### config.mk
export PLATFORM = sky130hd
export DESIGN_NAME = keyword_match_counter_flat
export DESIGN_NICKNAME = d
export VERILOG_FILES = /design/src/kmc_pkg.sv /design/src/kmc_if.sv /design/src/kmc_ram.sv /design/src/kmc_search.sv /design/src/keyword_match_counter.sv /design/src/flat_wrapper.sv
export SDC_FILE = /design/constraint.sdc
export NUM_CORES = 1
export LEC_CHECK = 0
export BUFFER_PORTS_ARGS = -buffer_cell sky130_fd_sc_hd__buf_2
export CAP_MARGIN = 20
export CORE_MARGIN = 2
export CORE_UTILIZATION = 50
export DETAILED_ROUTE_END_ITERATION = 8
export PLACE_DENSITY = 0.63
export SETUP_SLACK_MARGIN = 0.15
export SLEW_MARGIN = 20
export SYNTH_ARGS = -nofsm -noshare
export SYNTH_HDL_FRONTEND = slang
export SYNTH_SLANG_ARGS = --single-unit
### constraint.sdc
create_clock -name clk_i -period 10.69 [get_ports clk_i]
set_input_delay 2.138 -clock clk_i [delete_from_list [all_inputs] [get_ports clk_i]]
set_output_delay 2.138 -clock clk_i [all_outputs]
set_load 0.05 [all_outputs]
### src/kmc_pkg.sv
// Package: constants, types, keyword table and helper functions for the keyword counter
`timescale 1ns / 1ps
`default_nettype none
package kmc_pkg;

  localparam int NUM_KEYWORDS  = 32;
  localparam int MAX_KEY_CHARS = 8;
  localparam int COUNT_WIDTH   = 32;

  localparam int ROM_SIZE   = 32;
  localparam int ROM_IDX_W  = 5;
  localparam int WORD_W     = 64;
  localparam int OUT_IDX_W  = 5;
  localparam int OUT_CNT_W  = 32;

  localparam int KW_USED  = (NUM_KEYWORDS < ROM_SIZE) ? NUM_KEYWORDS : ROM_SIZE;
  localparam int KW_IDX_W = (KW_USED > 1) ? $clog2(KW_USED) : 1;
  localparam int KW_CNT_W = $clog2(KW_USED + 1);

  // item commands
  localparam logic CMD_COUNT  = 1'b0;
  localparam logic CMD_REPORT = 1'b1;

  localparam logic [WORD_W-1:0] TAIL_MASK = (MAX_KEY_CHARS >= 8) ? '0 :
      ((64'd1 << (WORD_W - 8 * MAX_KEY_CHARS)) - 64'd1);

  typedef logic [WORD_W-1:0]      word_t;
  typedef logic [COUNT_WIDTH-1:0] count_t;
  typedef logic [KW_IDX_W-1:0]    kw_idx_t;
  typedef logic [KW_CNT_W-1:0]    kw_cnt_t;
  typedef logic [KW_USED-1:0]     kw_mask_t;

  typedef struct packed {
    logic  start;
    word_t word;
  } srch_req_t;

  typedef struct packed {
    logic    done;
    logic    hit;
    kw_idx_t probe;
  } srch_rsp_t;

  // sorted keyword table, first character in the top byte, zero padded
  function automatic word_t keyword_rom(input logic [ROM_IDX_W-1:0] i);
    word_t k;
    unique case (i)
      5'd0:  k = {"auto", 32'h0};
      5'd1:  k = {"break", 24'h0};
      5'd2:  k = {"case", 32'h0};
      5'd3:  k = {"char", 32'h0};
      5'd4:  k = {"const", 24'h0};
      5'd5:  k = "continue";
      5'd6:  k = {"default", 8'h0};
      5'd7:  k = {"do", 48'h0};
      5'd8:  k = {"double", 16'h0};
      5'd9:  k = {"else", 32'h0};
      5'd10: k = {"enum", 32'h0};
      5'd11: k = {"extern", 16'h0};
      5'd12: k = {"float", 24'h0};
      5'd13: k = {"for", 40'h0};
      5'd14: k = {"goto", 32'h0};
      5'd15: k = {"if", 48'h0};
      5'd16: k = {"int", 40'h0};
      5'd17: k = {"long", 32'h0};
      5'd18: k = "register";
      5'd19: k = {"return", 16'h0};
      5'd20: k = {"short", 24'h0};
      5'd21: k = {"signed", 16'h0};
      5'd22: k = {"sizeof", 16'h0};
      5'd23: k = {"static", 16'h0};
      5'd24: k = {"struct", 16'h0};
      5'd25: k = {"switch", 16'h0};
      5'd26: k = {"typedef", 8'h0};
      5'd27: k = {"union", 24'h0};
      5'd28: k = "unsigned";
      5'd29: k = {"void", 32'h0};
      5'd30: k = "volatile";
      5'd31: k = {"while", 24'h0};
    endcase
    return k;
  endfunction

  // letter first, not over-long, nothing beyond the longest keyword
  function automatic logic word_eligible(input word_t w, input logic too_long);
    logic [7:0] first;
    logic       alpha;
    first = w[WORD_W-1 -: 8];
    alpha = (first >= 8'h41 && first <= 8'h5A) || (first >= 8'h61 && first <= 8'h7A);
    return alpha && !too_long && ((w & TAIL_MASK) == '0);
  endfunction

  function automatic logic [OUT_CNT_W-1:0] count_out(input count_t c);
    logic [63:0] wide;
    wide = 64'(c);
    return wide[OUT_CNT_W-1:0];
  endfunction

endpackage
`default_nettype wire

### src/kmc_if.sv
// Interfaces: word input channel and result output channel
`timescale 1ns / 1ps
`default_nettype none
interface kmc_in_if;
  logic                       valid;
  logic                       ready;
  logic                       cmd;
  logic [kmc_pkg::WORD_W-1:0] word_text;
  logic                       word_too_long;

  modport source (output valid, cmd, word_text, word_too_long, input ready);
  modport sink   (input valid, cmd, word_text, word_too_long, output ready);
endinterface

interface kmc_out_if;
  logic                          valid;
  logic                          ready;
  logic                          found;
  logic [kmc_pkg::OUT_IDX_W-1:0] keyword_index;
  logic [kmc_pkg::OUT_CNT_W-1:0] keyword_count;
  logic                          last;

  modport source (output valid, found, keyword_index, keyword_count, last, input ready);
  modport sink   (input valid, found, keyword_index, keyword_count, last, output ready);
endinterface
`default_nettype wire

### src/kmc_ram.sv
// Generic single-write, single-read RAM with registered read data
`timescale 1ns / 1ps
`default_nettype none
module kmc_ram #(
  parameter int WIDTH = 32,
  parameter int DEPTH = 32
) (
  input  wire logic                                      clk_i,
  input  wire logic                                      we_i,
  input  wire logic [((DEPTH > 1) ? $clog2(DEPTH) : 1)-1:0] waddr_i,
  input  wire logic [WIDTH-1:0]                          wdata_i,
  input  wire logic [((DEPTH > 1) ? $clog2(DEPTH) : 1)-1:0] raddr_i,
  output logic      [WIDTH-1:0]                          rdata_o
);

  logic [WIDTH-1:0] mem_q [DEPTH];

  always_ff @(posedge clk_i) begin
    if (we_i) begin
      mem_q[waddr_i] <= wdata_i;
    end
    rdata_o <= mem_q[raddr_i];
  end

endmodule
`default_nettype wire

### src/kmc_search.sv
// Binary search unit: one table probe and one 64-bit compare per cycle
`timescale 1ns / 1ps
`default_nettype none
module kmc_search (
  input  wire logic               clk_i,
  input  wire logic               rst_ni,
  input  wire kmc_pkg::srch_req_t req_i,
  output kmc_pkg::srch_rsp_t      rsp_o
);
  import kmc_pkg::*;

  logic          active_q, active_d;
  kw_cnt_t       lo_q, lo_d;
  kw_cnt_t       hi_q, hi_d;
  word_t         word_q, word_d;
  logic [KW_CNT_W:0] sum;
  kw_cnt_t       mid;
  word_t         key;
  logic          eq, lt, empty_nxt;

  always_comb begin
    sum       = {1'b0, lo_q} + {1'b0, hi_q};
    mid       = sum[KW_CNT_W:1];
    key       = keyword_rom(ROM_IDX_W'(mid));
    eq        = (word_q == key);
    lt        = (word_q < key);
    empty_nxt = lt ? (lo_q >= mid) : (({1'b0, mid} + 1'b1) >= {1'b0, hi_q});

    rsp_o.done  = active_q && (eq || empty_nxt);
    rsp_o.hit   = active_q && eq;
    rsp_o.probe = KW_IDX_W'(mid);
  end

  always_comb begin
    active_d = active_q;
    lo_d     = lo_q;
    hi_d     = hi_q;
    word_d   = word_q;
    if (req_i.start) begin
      active_d = 1'b1;
      lo_d     = '0;
      hi_d     = KW_CNT_W'(KW_USED);
      word_d   = req_i.word;
    end else if (active_q) begin
      if (rsp_o.done) begin
        active_d = 1'b0;
      end else if (lt) begin
        hi_d = mid;
      end else begin
        lo_d = mid + 1'b1;
      end
    end
  end

  always_ff @(posedge clk_i or negedge rst_ni) begin
    if (!rst_ni) begin
      active_q <= 1'b0;
    end else begin
      active_q <= active_d;
    end
  end

  always_ff @(posedge clk_i) begin
    lo_q   <= lo_d;
    hi_q   <= hi_d;
    word_q <= word_d;
  end

endmodule
`default_nettype wire

### src/keyword_match_counter.sv
// Top level: keyword histogram with binary-search lookup and report sequencer
//
//   channel | dir | payload                                       | handshake
//   in_i    | in  | cmd, word_text, word_too_long                 | valid/ready
//   out_o   | out | found, keyword_index, keyword_count, last     | valid/ready
//
// Count hit: accept, 1 to 6 search probes, counter update, hand-off.
// Count miss: no update; a word that cannot match skips the search too.
// Report item: accept, then read, data and hand-off per nonzero keyword; hand-off alone if all zero.
// The search unit's single table compare paces the count path; the counter RAM's registered
// read paces the report path. Counters reset via per-keyword nonzero flags, no sweep.
// Results leave through an output register; a stalled sink holds the sequencer at hand-off.
`timescale 1ns / 1ps
`default_nettype none
module keyword_match_counter (
  input  wire logic clk_i,
  input  wire logic rst_ni,
  kmc_in_if.sink    in_i,
  kmc_out_if.source out_o
);
  import kmc_pkg::*;

  typedef enum logic [5:0] {
    ST_IDLE    = 6'b000001,
    ST_SEARCH  = 6'b000010,
    ST_UPDATE  = 6'b000100,
    ST_REP_RD  = 6'b001000,
    ST_REP_DAT = 6'b010000,
    ST_EMIT    = 6'b100000
  } state_e;

  function automatic kw_idx_t lowest_set(input kw_mask_t m);
    kw_idx_t r;
    r = '0;
    for (int i = KW_USED - 1; i >= 0; i--) begin
      if (m[i]) r = KW_IDX_W'(i);
    end
    return r;
  endfunction

  function automatic kw_mask_t above(input kw_idx_t k);
    kw_mask_t r;
    for (int i = 0; i < KW_USED; i++) begin
      r[i] = (i > int'(k));
    end
    return r;
  endfunction

  state_e   state_q, state_d;
  kw_idx_t  idx_q, idx_d;
  kw_mask_t nz_q, nz_d;
  logic     more_q, more_d;
  logic     res_found_q, res_found_d;
  kw_idx_t  res_idx_q, res_idx_d;
  count_t   res_cnt_q, res_cnt_d;
  logic     res_last_q, res_last_d;
  logic     out_valid_q, out_valid_d;
  logic     out_found_q, out_found_d;
  kw_idx_t  out_idx_q, out_idx_d;
  count_t   out_cnt_q, out_cnt_d;
  logic     out_last_q, out_last_d;

  srch_req_t srch_req;
  srch_rsp_t srch_rsp;
  logic      ram_we;
  kw_idx_t   ram_raddr;
  count_t    ram_wdata, ram_rdata, cur_cnt;
  logic      in_acc, slot_free, rep_last;

  kmc_search u_search (
    .clk_i  (clk_i),
    .rst_ni (rst_ni),
    .req_i  (srch_req),
    .rsp_o  (srch_rsp)
  );

  kmc_ram #(
    .WIDTH (COUNT_WIDTH),
    .DEPTH (KW_USED)
  ) u_count_ram (
    .clk_i   (clk_i),
    .we_i    (ram_we),
    .waddr_i (idx_q),
    .wdata_i (ram_wdata),
    .raddr_i (ram_raddr),
    .rdata_o (ram_rdata)
  );

  assign in_i.ready          = (state_q == ST_IDLE);
  assign in_acc              = in_i.valid && in_i.ready;
  assign slot_free           = !out_valid_q || out_o.ready;
  assign out_o.valid         = out_valid_q;
  assign out_o.found         = out_found_q;
  assign out_o.keyword_index = OUT_IDX_W'(out_idx_q);
  assign out_o.keyword_count = count_out(out_cnt_q);
  assign out_o.last          = out_last_q;

  assign cur_cnt   = nz_q[idx_q] ? ram_rdata : '0;
  assign ram_wdata = (cur_cnt == '1) ? cur_cnt : cur_cnt + 1'b1;
  assign ram_we    = (state_q == ST_UPDATE);
  assign ram_raddr = (state_q == ST_SEARCH) ? srch_rsp.probe : idx_q;
  assign rep_last  = ~|(nz_q & above(idx_q));

  always_comb begin
    srch_req.start = in_acc && (in_i.cmd == CMD_COUNT) &&
                     word_eligible(in_i.word_text, in_i.word_too_long);
    srch_req.word  = in_i.word_text;
  end

  always_comb begin
    state_d     = state_q;
    idx_d       = idx_q;
    nz_d        = nz_q;
    more_d      = more_q;
    res_found_d = res_found_q;
    res_idx_d   = res_idx_q;
    res_cnt_d   = res_cnt_q;
    res_last_d  = res_last_q;
    out_valid_d = out_valid_q && !out_o.ready;
    out_found_d = out_found_q;
    out_idx_d   = out_idx_q;
    out_cnt_d   = out_cnt_q;
    out_last_d  = out_last_q;

    unique case (state_q)
      ST_IDLE: begin
        if (in_acc) begin
          res_found_d = 1'b0;
          res_idx_d   = '0;
          res_cnt_d   = '0;
          res_last_d  = 1'b1;
          more_d      = 1'b0;
          if (in_i.cmd == CMD_REPORT) begin
            if (nz_q == '0) begin
              state_d = ST_EMIT;
            end else begin
              idx_d   = lowest_set(nz_q);
              state_d = ST_REP_RD;
            end
          end else if (srch_req.start) begin
            state_d = ST_SEARCH;
          end else begin
            state_d = ST_EMIT;
          end
        end
      end
      ST_SEARCH: begin
        if (srch_rsp.done) begin
          if (srch_rsp.hit) begin
            idx_d   = srch_rsp.probe;
            state_d = ST_UPDATE;
          end else begin
            state_d = ST_EMIT;
          end
        end
      end
      ST_UPDATE: begin
        nz_d[idx_q] = 1'b1;
        res_found_d = 1'b1;
        res_idx_d   = idx_q;
        res_cnt_d   = ram_wdata;
        res_last_d  = 1'b1;
        more_d      = 1'b0;
        state_d     = ST_EMIT;
      end
      ST_REP_RD: begin
        state_d = ST_REP_DAT;
      end
      ST_REP_DAT: begin
        res_found_d = 1'b1;
        res_idx_d   = idx_q;
        res_cnt_d   = ram_rdata;
        res_last_d  = rep_last;
        more_d      = !rep_last;
        state_d     = ST_EMIT;
      end
      ST_EMIT: begin
        if (slot_free) begin
          out_valid_d = 1'b1;
          out_found_d = res_found_q;
          out_idx_d   = res_idx_q;
          out_cnt_d   = res_cnt_q;
          out_last_d  = res_last_q;
          if (more_q) begin
            idx_d   = lowest_set(nz_q & above(idx_q));
            state_d = ST_REP_RD;
          end else begin
            state_d = ST_IDLE;
          end
        end
      end
      default: begin
        state_d = ST_IDLE;
      end
    endcase
  end

  always_ff @(posedge clk_i or negedge rst_ni) begin
    if (!rst_ni) begin
      state_q     <= ST_IDLE;
      nz_q        <= '0;
      more_q      <= 1'b0;
      out_valid_q <= 1'b0;
    end else begin
      state_q     <= state_d;
      nz_q        <= nz_d;
      more_q      <= more_d;
      out_valid_q <= out_valid_d;
    end
  end

  always_ff @(posedge clk_i) begin
    idx_q       <= idx_d;
    res_found_q <= res_found_d;
    res_idx_q   <= res_idx_d;
    res_cnt_q   <= res_cnt_d;
    res_last_q  <= res_last_d;
    out_found_q <= out_found_d;
    out_idx_q   <= out_idx_d;
    out_cnt_q   <= out_cnt_d;
    out_last_q  <= out_last_d;
  end

`ifndef NO_ASSERTIONS
  // a keyword, once counted, never reads as zero again
  a_nz_keep: assert property (@(posedge clk_i) disable iff (!rst_ni)
      ($past(nz_q) & ~nz_q) == '0)
    else $error("nonzero flag cleared");

  // update either increments or holds at saturation
  a_cnt_step: assert property (@(posedge clk_i) disable iff (!rst_ni)
      (ram_we && nz_q[idx_q]) |-> (ram_wdata == ram_rdata || ram_wdata == ram_rdata + 1'b1))
    else $error("counter update not a single step");

  // a miss carries a zero index and count
  a_miss_zero: assert property (@(posedge clk_i) disable iff (!rst_ni)
      (out_valid_q && !out_found_q) |-> (out_idx_q == '0 && out_cnt_q == '0 && out_last_q))
    else $error("miss result with nonzero payload");
`endif

endmodule
`default_nettype wire

### src/flat_wrapper.sv
// flat-port wrapper written by rule: the top's interface ports become plain ports
module keyword_match_counter_flat import kmc_pkg::*;
  (clk_i, rst_ni, in_i_valid, in_i_cmd, in_i_word_text, in_i_word_too_long, in_i_ready, out_o_valid, out_o_found, out_o_keyword_index, out_o_keyword_count, out_o_last, out_o_ready);
  kmc_in_if in_i_i ();
  kmc_out_if out_o_i ();
  input  wire logic clk_i;
  input  wire logic rst_ni;
  input wire logic [$bits(in_i_i.valid)-1:0] in_i_valid;
  input wire logic [$bits(in_i_i.cmd)-1:0] in_i_cmd;
  input wire logic [$bits(in_i_i.word_text)-1:0] in_i_word_text;
  input wire logic [$bits(in_i_i.word_too_long)-1:0] in_i_word_too_long;
  output wire logic [$bits(in_i_i.ready)-1:0] in_i_ready;
  output wire logic [$bits(out_o_i.valid)-1:0] out_o_valid;
  output wire logic [$bits(out_o_i.found)-1:0] out_o_found;
  output wire logic [$bits(out_o_i.keyword_index)-1:0] out_o_keyword_index;
  output wire logic [$bits(out_o_i.keyword_count)-1:0] out_o_keyword_count;
  output wire logic [$bits(out_o_i.last)-1:0] out_o_last;
  input wire logic [$bits(out_o_i.ready)-1:0] out_o_ready;
  assign in_i_i.valid = in_i_valid;
  assign in_i_i.cmd = in_i_cmd;
  assign in_i_i.word_text = in_i_word_text;
  assign in_i_i.word_too_long = in_i_word_too_long;
  assign in_i_ready = in_i_i.ready;
  assign out_o_valid = out_o_i.valid;
  assign out_o_found = out_o_i.found;
  assign out_o_keyword_index = out_o_i.keyword_index;
  assign out_o_keyword_count = out_o_i.keyword_count;
  assign out_o_last = out_o_i.last;
  assign out_o_i.ready = out_o_ready;
  keyword_match_counter u_core (.clk_i(clk_i), .rst_ni(rst_ni), .in_i(in_i_i), .out_o(out_o_i));
endmodule
==> results by group <==
Pwr
  • Pwr/cell area: 292 mW/mm^2
  • Gate power share: 0.431
  • Sw power: 7.15 mW
  • Internal: 10.6 mW
  • Power share of the clock group: 0.246
  • Flop pwr share: 0.324
  • Leak: 21.8 nW
  • Sw Ratio: 0.403
  • VDD IR max: around 0.00054 V

STA
  • Tcrit/Tclk final: 0.609
  • Worst-Margin Slew: roughly 1.1 ns
  • Post-layout minimum cycle time: 6.51 ns
  • TNS Setup: 0 ns
  • Final Hold Vio Count: 0
  • Setup violations, final: 0
  • RSZ-0062 raised after global routing: no
  • Final WS setup: 4.18 ns
  • Fmax: 154 MHz
  • Relative slew slack: 0.256
  • Setup Skew: around 0.022 ns
  • Final slew viol count: 0

Logic synthesis
  • Syn_area_per_cell: 12.3 sq um
  • Main combinational cell family by area after synthesis: simple AND/OR/NAND/NOR gates
  • Cells after synthesis: approximately 4,400
  • Netlist cell types: 96
  • Flops & latches, synth: 1,256
  • Number of synthesized flops with an enable pin: 1,171
  • Primary FF master, synth: edfxtp_1
  • Ys async rst share: 0.0326
  • Largest cells by area after synthesis: edfxtp_1 65%, nand2_1 8.0%, nand3_1 3.7%
  • Count leader, synth: edfxtp_1
  • Syn Nets: 4,567
  • Simple-gate area share of the yosys netlist: 0.177
  • Mux share of post-synthesis cell area: 0.00752
  • Synth Area in Adders: 0.0188
  • Sequential fraction of the synthesis area: 0.684
  • Synth top area share: 0.648
  • Synth Area in XOR/XNOR: 0.00611
  • Cell taking the most area after synthesis: edfxtp_1
  • Compound-Gate Fraction of Synth Area: 0.0817
  • Synth top cells by count: 1,171 x edfxtp_1, 1,160 x nand2_1, 404 x nand3_1
  • Ys Warns: 0
  • Mapped Area: 0.0542 sq mm

Drt
  • Post-Route WL: around 160 mm
  • Post-route ant nets: 0
  • Vias/cell: 6.17
  • Drt wl/cell: 26.2 microns
  • Drc violations: 0
  • Starting DRT DRC Count: 4,822
  • Vias: 36,900
  • First-pass DRT Iterations: 6

Floorplan
  • DIE HEIGHT: 333 microns
  • Row cnt: 120
  • Core area: between 0.1 and 0.15 sq mm
  • Starting Density: 0.505
  • Area of the die: around 0.11 sq mm
  • IO Pins: 111
  • Die W: 333 microns

Worst setup path
  • Buf/Inv on CP: 3
  • Max incr delay on CP: ~0.6 ns
  • CP delay by family, top: compound AO/OA/AOI/OAI gates
  • Worst Path Required: 11.33 ns
  • Crit start category: register
  • Setup CP Type: reg -> reg
  • CP Capture Type: register
  • CP max-delay cell: nand4b_1
  • Data arrival, critical path: 7.14 ns
  • Worst-path maximum fanout: 46
  • Crit path cell chain: and2_1 > fa_1 > a21o_1 > a21oi_1 > xnor2_4 > buf_4 > clkinv_1 > buf_4 > nor2_1 > a21oi_1 > o21a_1 > ha_1 > a21o_1 > a2111oi_0 > a2111oi_0 > a211o_1 > a221oi_1 > nand4b_1 > a211o_1

Clock network
  • CTS clk-pin slew, worst paths: 0.06 ns
  • Clock Tree Buf Depth: 3
  • CTS H-tree depth: 4
  • CTS sink cnt: 1,256
  • Root Buffer: clkbuf_16
  • Hold Buf Count CTS: 0
  • Setup Buffers After CTS: 0
  • CTS tree: done
  • Cts repair resizes: 0
  • TritonCTS buffer count: 130
  • Latest clock arrival within the worst-skew pair: 0.76 ns

Hold path
  • Worst hold path type: reg -> reg

Cells and area
  • Fillers: ~8,600
  • # nets final: approximately 4,600
  • Synth-to-Final Area Change: 12.1%
  • Fraction of layout cells with a size suffix above 1: 0.122

Global routing
  • GRT Total Usage: 0.279
  • First-pass GRT wire length: 229 mm
  • Initial antenna violation count: 7
  • Overflow after GRT: 0
  • Vias in the first global route: between 30,000 and 40,000
  • Largest net degree at the start of global routing: between 150 and 200

Job
  • Max-cap violations: 0

Place
  • Place WS: 4.30 ns
  • Detail Placement HPWL: 83.6 mm
  • GP Congestion: 0.901
  • Port Buffers: between 100 and 150

Outcome
  • Status: finished clean
==> state kept, by name, indices dropped and copies added, names as in the netlist, 6 cells and up <==
name / flops
u_core.u_count_ram.rdata_o: 32
u_core.out_o.keyword_count: 32
u_core.res_cnt_q: 32
u_core.u_count_ram.mem_q: 1024
u_core.u_search.lo_q: 6
u_core.nz_q: 32
u_core.u_search.word_q: 64
u_core.state_q: 6
u_core.u_search.hi_q: 6
==> power groups by stage <==
| stage | clock (mW) | sequential (mW) | combinational [mW] |
|---|---|---|---|
| 6_report | 4.36 | 5.74 | 7.64 |
| 4_1_cts | 4.41 | 5.74 | 7.57 |
| 3_5_place_dp | 0 | 5.84 | 7.52 |
| 5_1_grt | 4.60 | 5.76 | 8.45 |
| 3_3_place_gp | 0 | 5.83 | 7.49 |
| 2_1_floorplan | 0 | 5.88 | 5.36 |
==> per-layer routing <==
layer  global-route usage  share of wire
met1                0.397           0.42
met2                0.432           0.46
met3               0.0645          0.098
met4               0.0785          0.024
met5                    0              0
==> worst reg2reg max path: cells and delay by family, from the launching register on <==
family	cells	cell delay [ns]
xor+xnor	1	0.15
fa+ha+maj	2	0.70
compound gates	10	3.10
simple gates	3	1.20
flops	1	0.34
buf+inv	3	0.89
==> area by class of cell <==
| type | instances | area (sq um) | area share |
|---|---|---|---|
| Antenna cell | 3 | 7.51 | 0.000123 |
| Clock buffer | 169 | 3490 | 0.0574 |
| Clock inverter | 61 | 579 | 0.00953 |
| Inverter | 38 | 143 | 0.00235 |
| Multi-Input combinational cell | 2841 | 16300 | 0.268 |
| Sequential cell | 1256 | 37100 | 0.610 |
| Tap cell | 1403 | 1760 | 0.0289 |
| Timing Repair Buffer | 211 | 1430 | 0.0235 |
==> cell families after synthesis <==
group	count (synthesis)
adders and majority gates	81
DFF	1256
muxes	26
AOI/OAI and AO/OA	581
and+or+nand+nor	2116
xor gates and xnor gates	37
buffers and inverters	319
==> cell usage in the layout (no fill, tap or decap), types with 32 or more instances in the layout <==
cell	netlist	layout
buf_4	16	92
a31oi_1	56	56
ha_1	80	80
o21ai_0	98	96
nor2_4	1	35
buf_2	95	109
dfrtp_1	40	40
a21oi_1	90	89
nand2_1	1160	1160
dfxtp_1	44	44
a311o_1	97	97
clkbuf_16	0	131
edfxtp_1	1171	1171
a311oi_1	34	34
nand3_1	404	404
inv_1	32	32
and3_1	240	240
nor2_1	140	101
==> final timing paths <==
kind,from,to,slack (ns),cells past startpoint
min in group asynchronous,rst_ni,u_core.out_o.valid,1.40,1
worst min-delay path,u_core.res_cnt_q[31],u_core.out_o.keyword_count[31],0.41,0
worst max-delay path,u_core.u_search.lo_q[0],u_core.u_search.hi_q[5],4.18,19
max in group asynchronous,rst_ni,u_core.nz_q[6],8.86,1
worst min register to register,u_core.res_cnt_q[31],u_core.out_o.keyword_count[31],0.41,0
worst max register to register,u_core.u_search.lo_q[0],u_core.u_search.hi_q[5],4.18,19
==> per-stage QoR <==
| step | cells | power, mW | utilization | instance area [sq um] | hold WS, ns |
|---|---|---|---|---|---|
| 2_1_floorplan | 4416 | 11.2 | - | 54200 | 0.400 |
| 3_5_place_dp | 5749 | 13.4 | 0.528 | 56700 | 0.405 |
| 5_1_grt | 5979 | 18.8 | 0.566 | 60800 | 0.425 |
| 6_report | 5982 | 17.7 | 0.566 | 60800 | 0.415 |
| 4_1_cts | 5979 | 17.7 | 0.566 | 60800 | 0.418 |
| 3_3_place_gp | 5748 | 13.3 | 0.528 | 56700 | 0.402 |
Note: power is estimated with default switching activity, not from simulation.
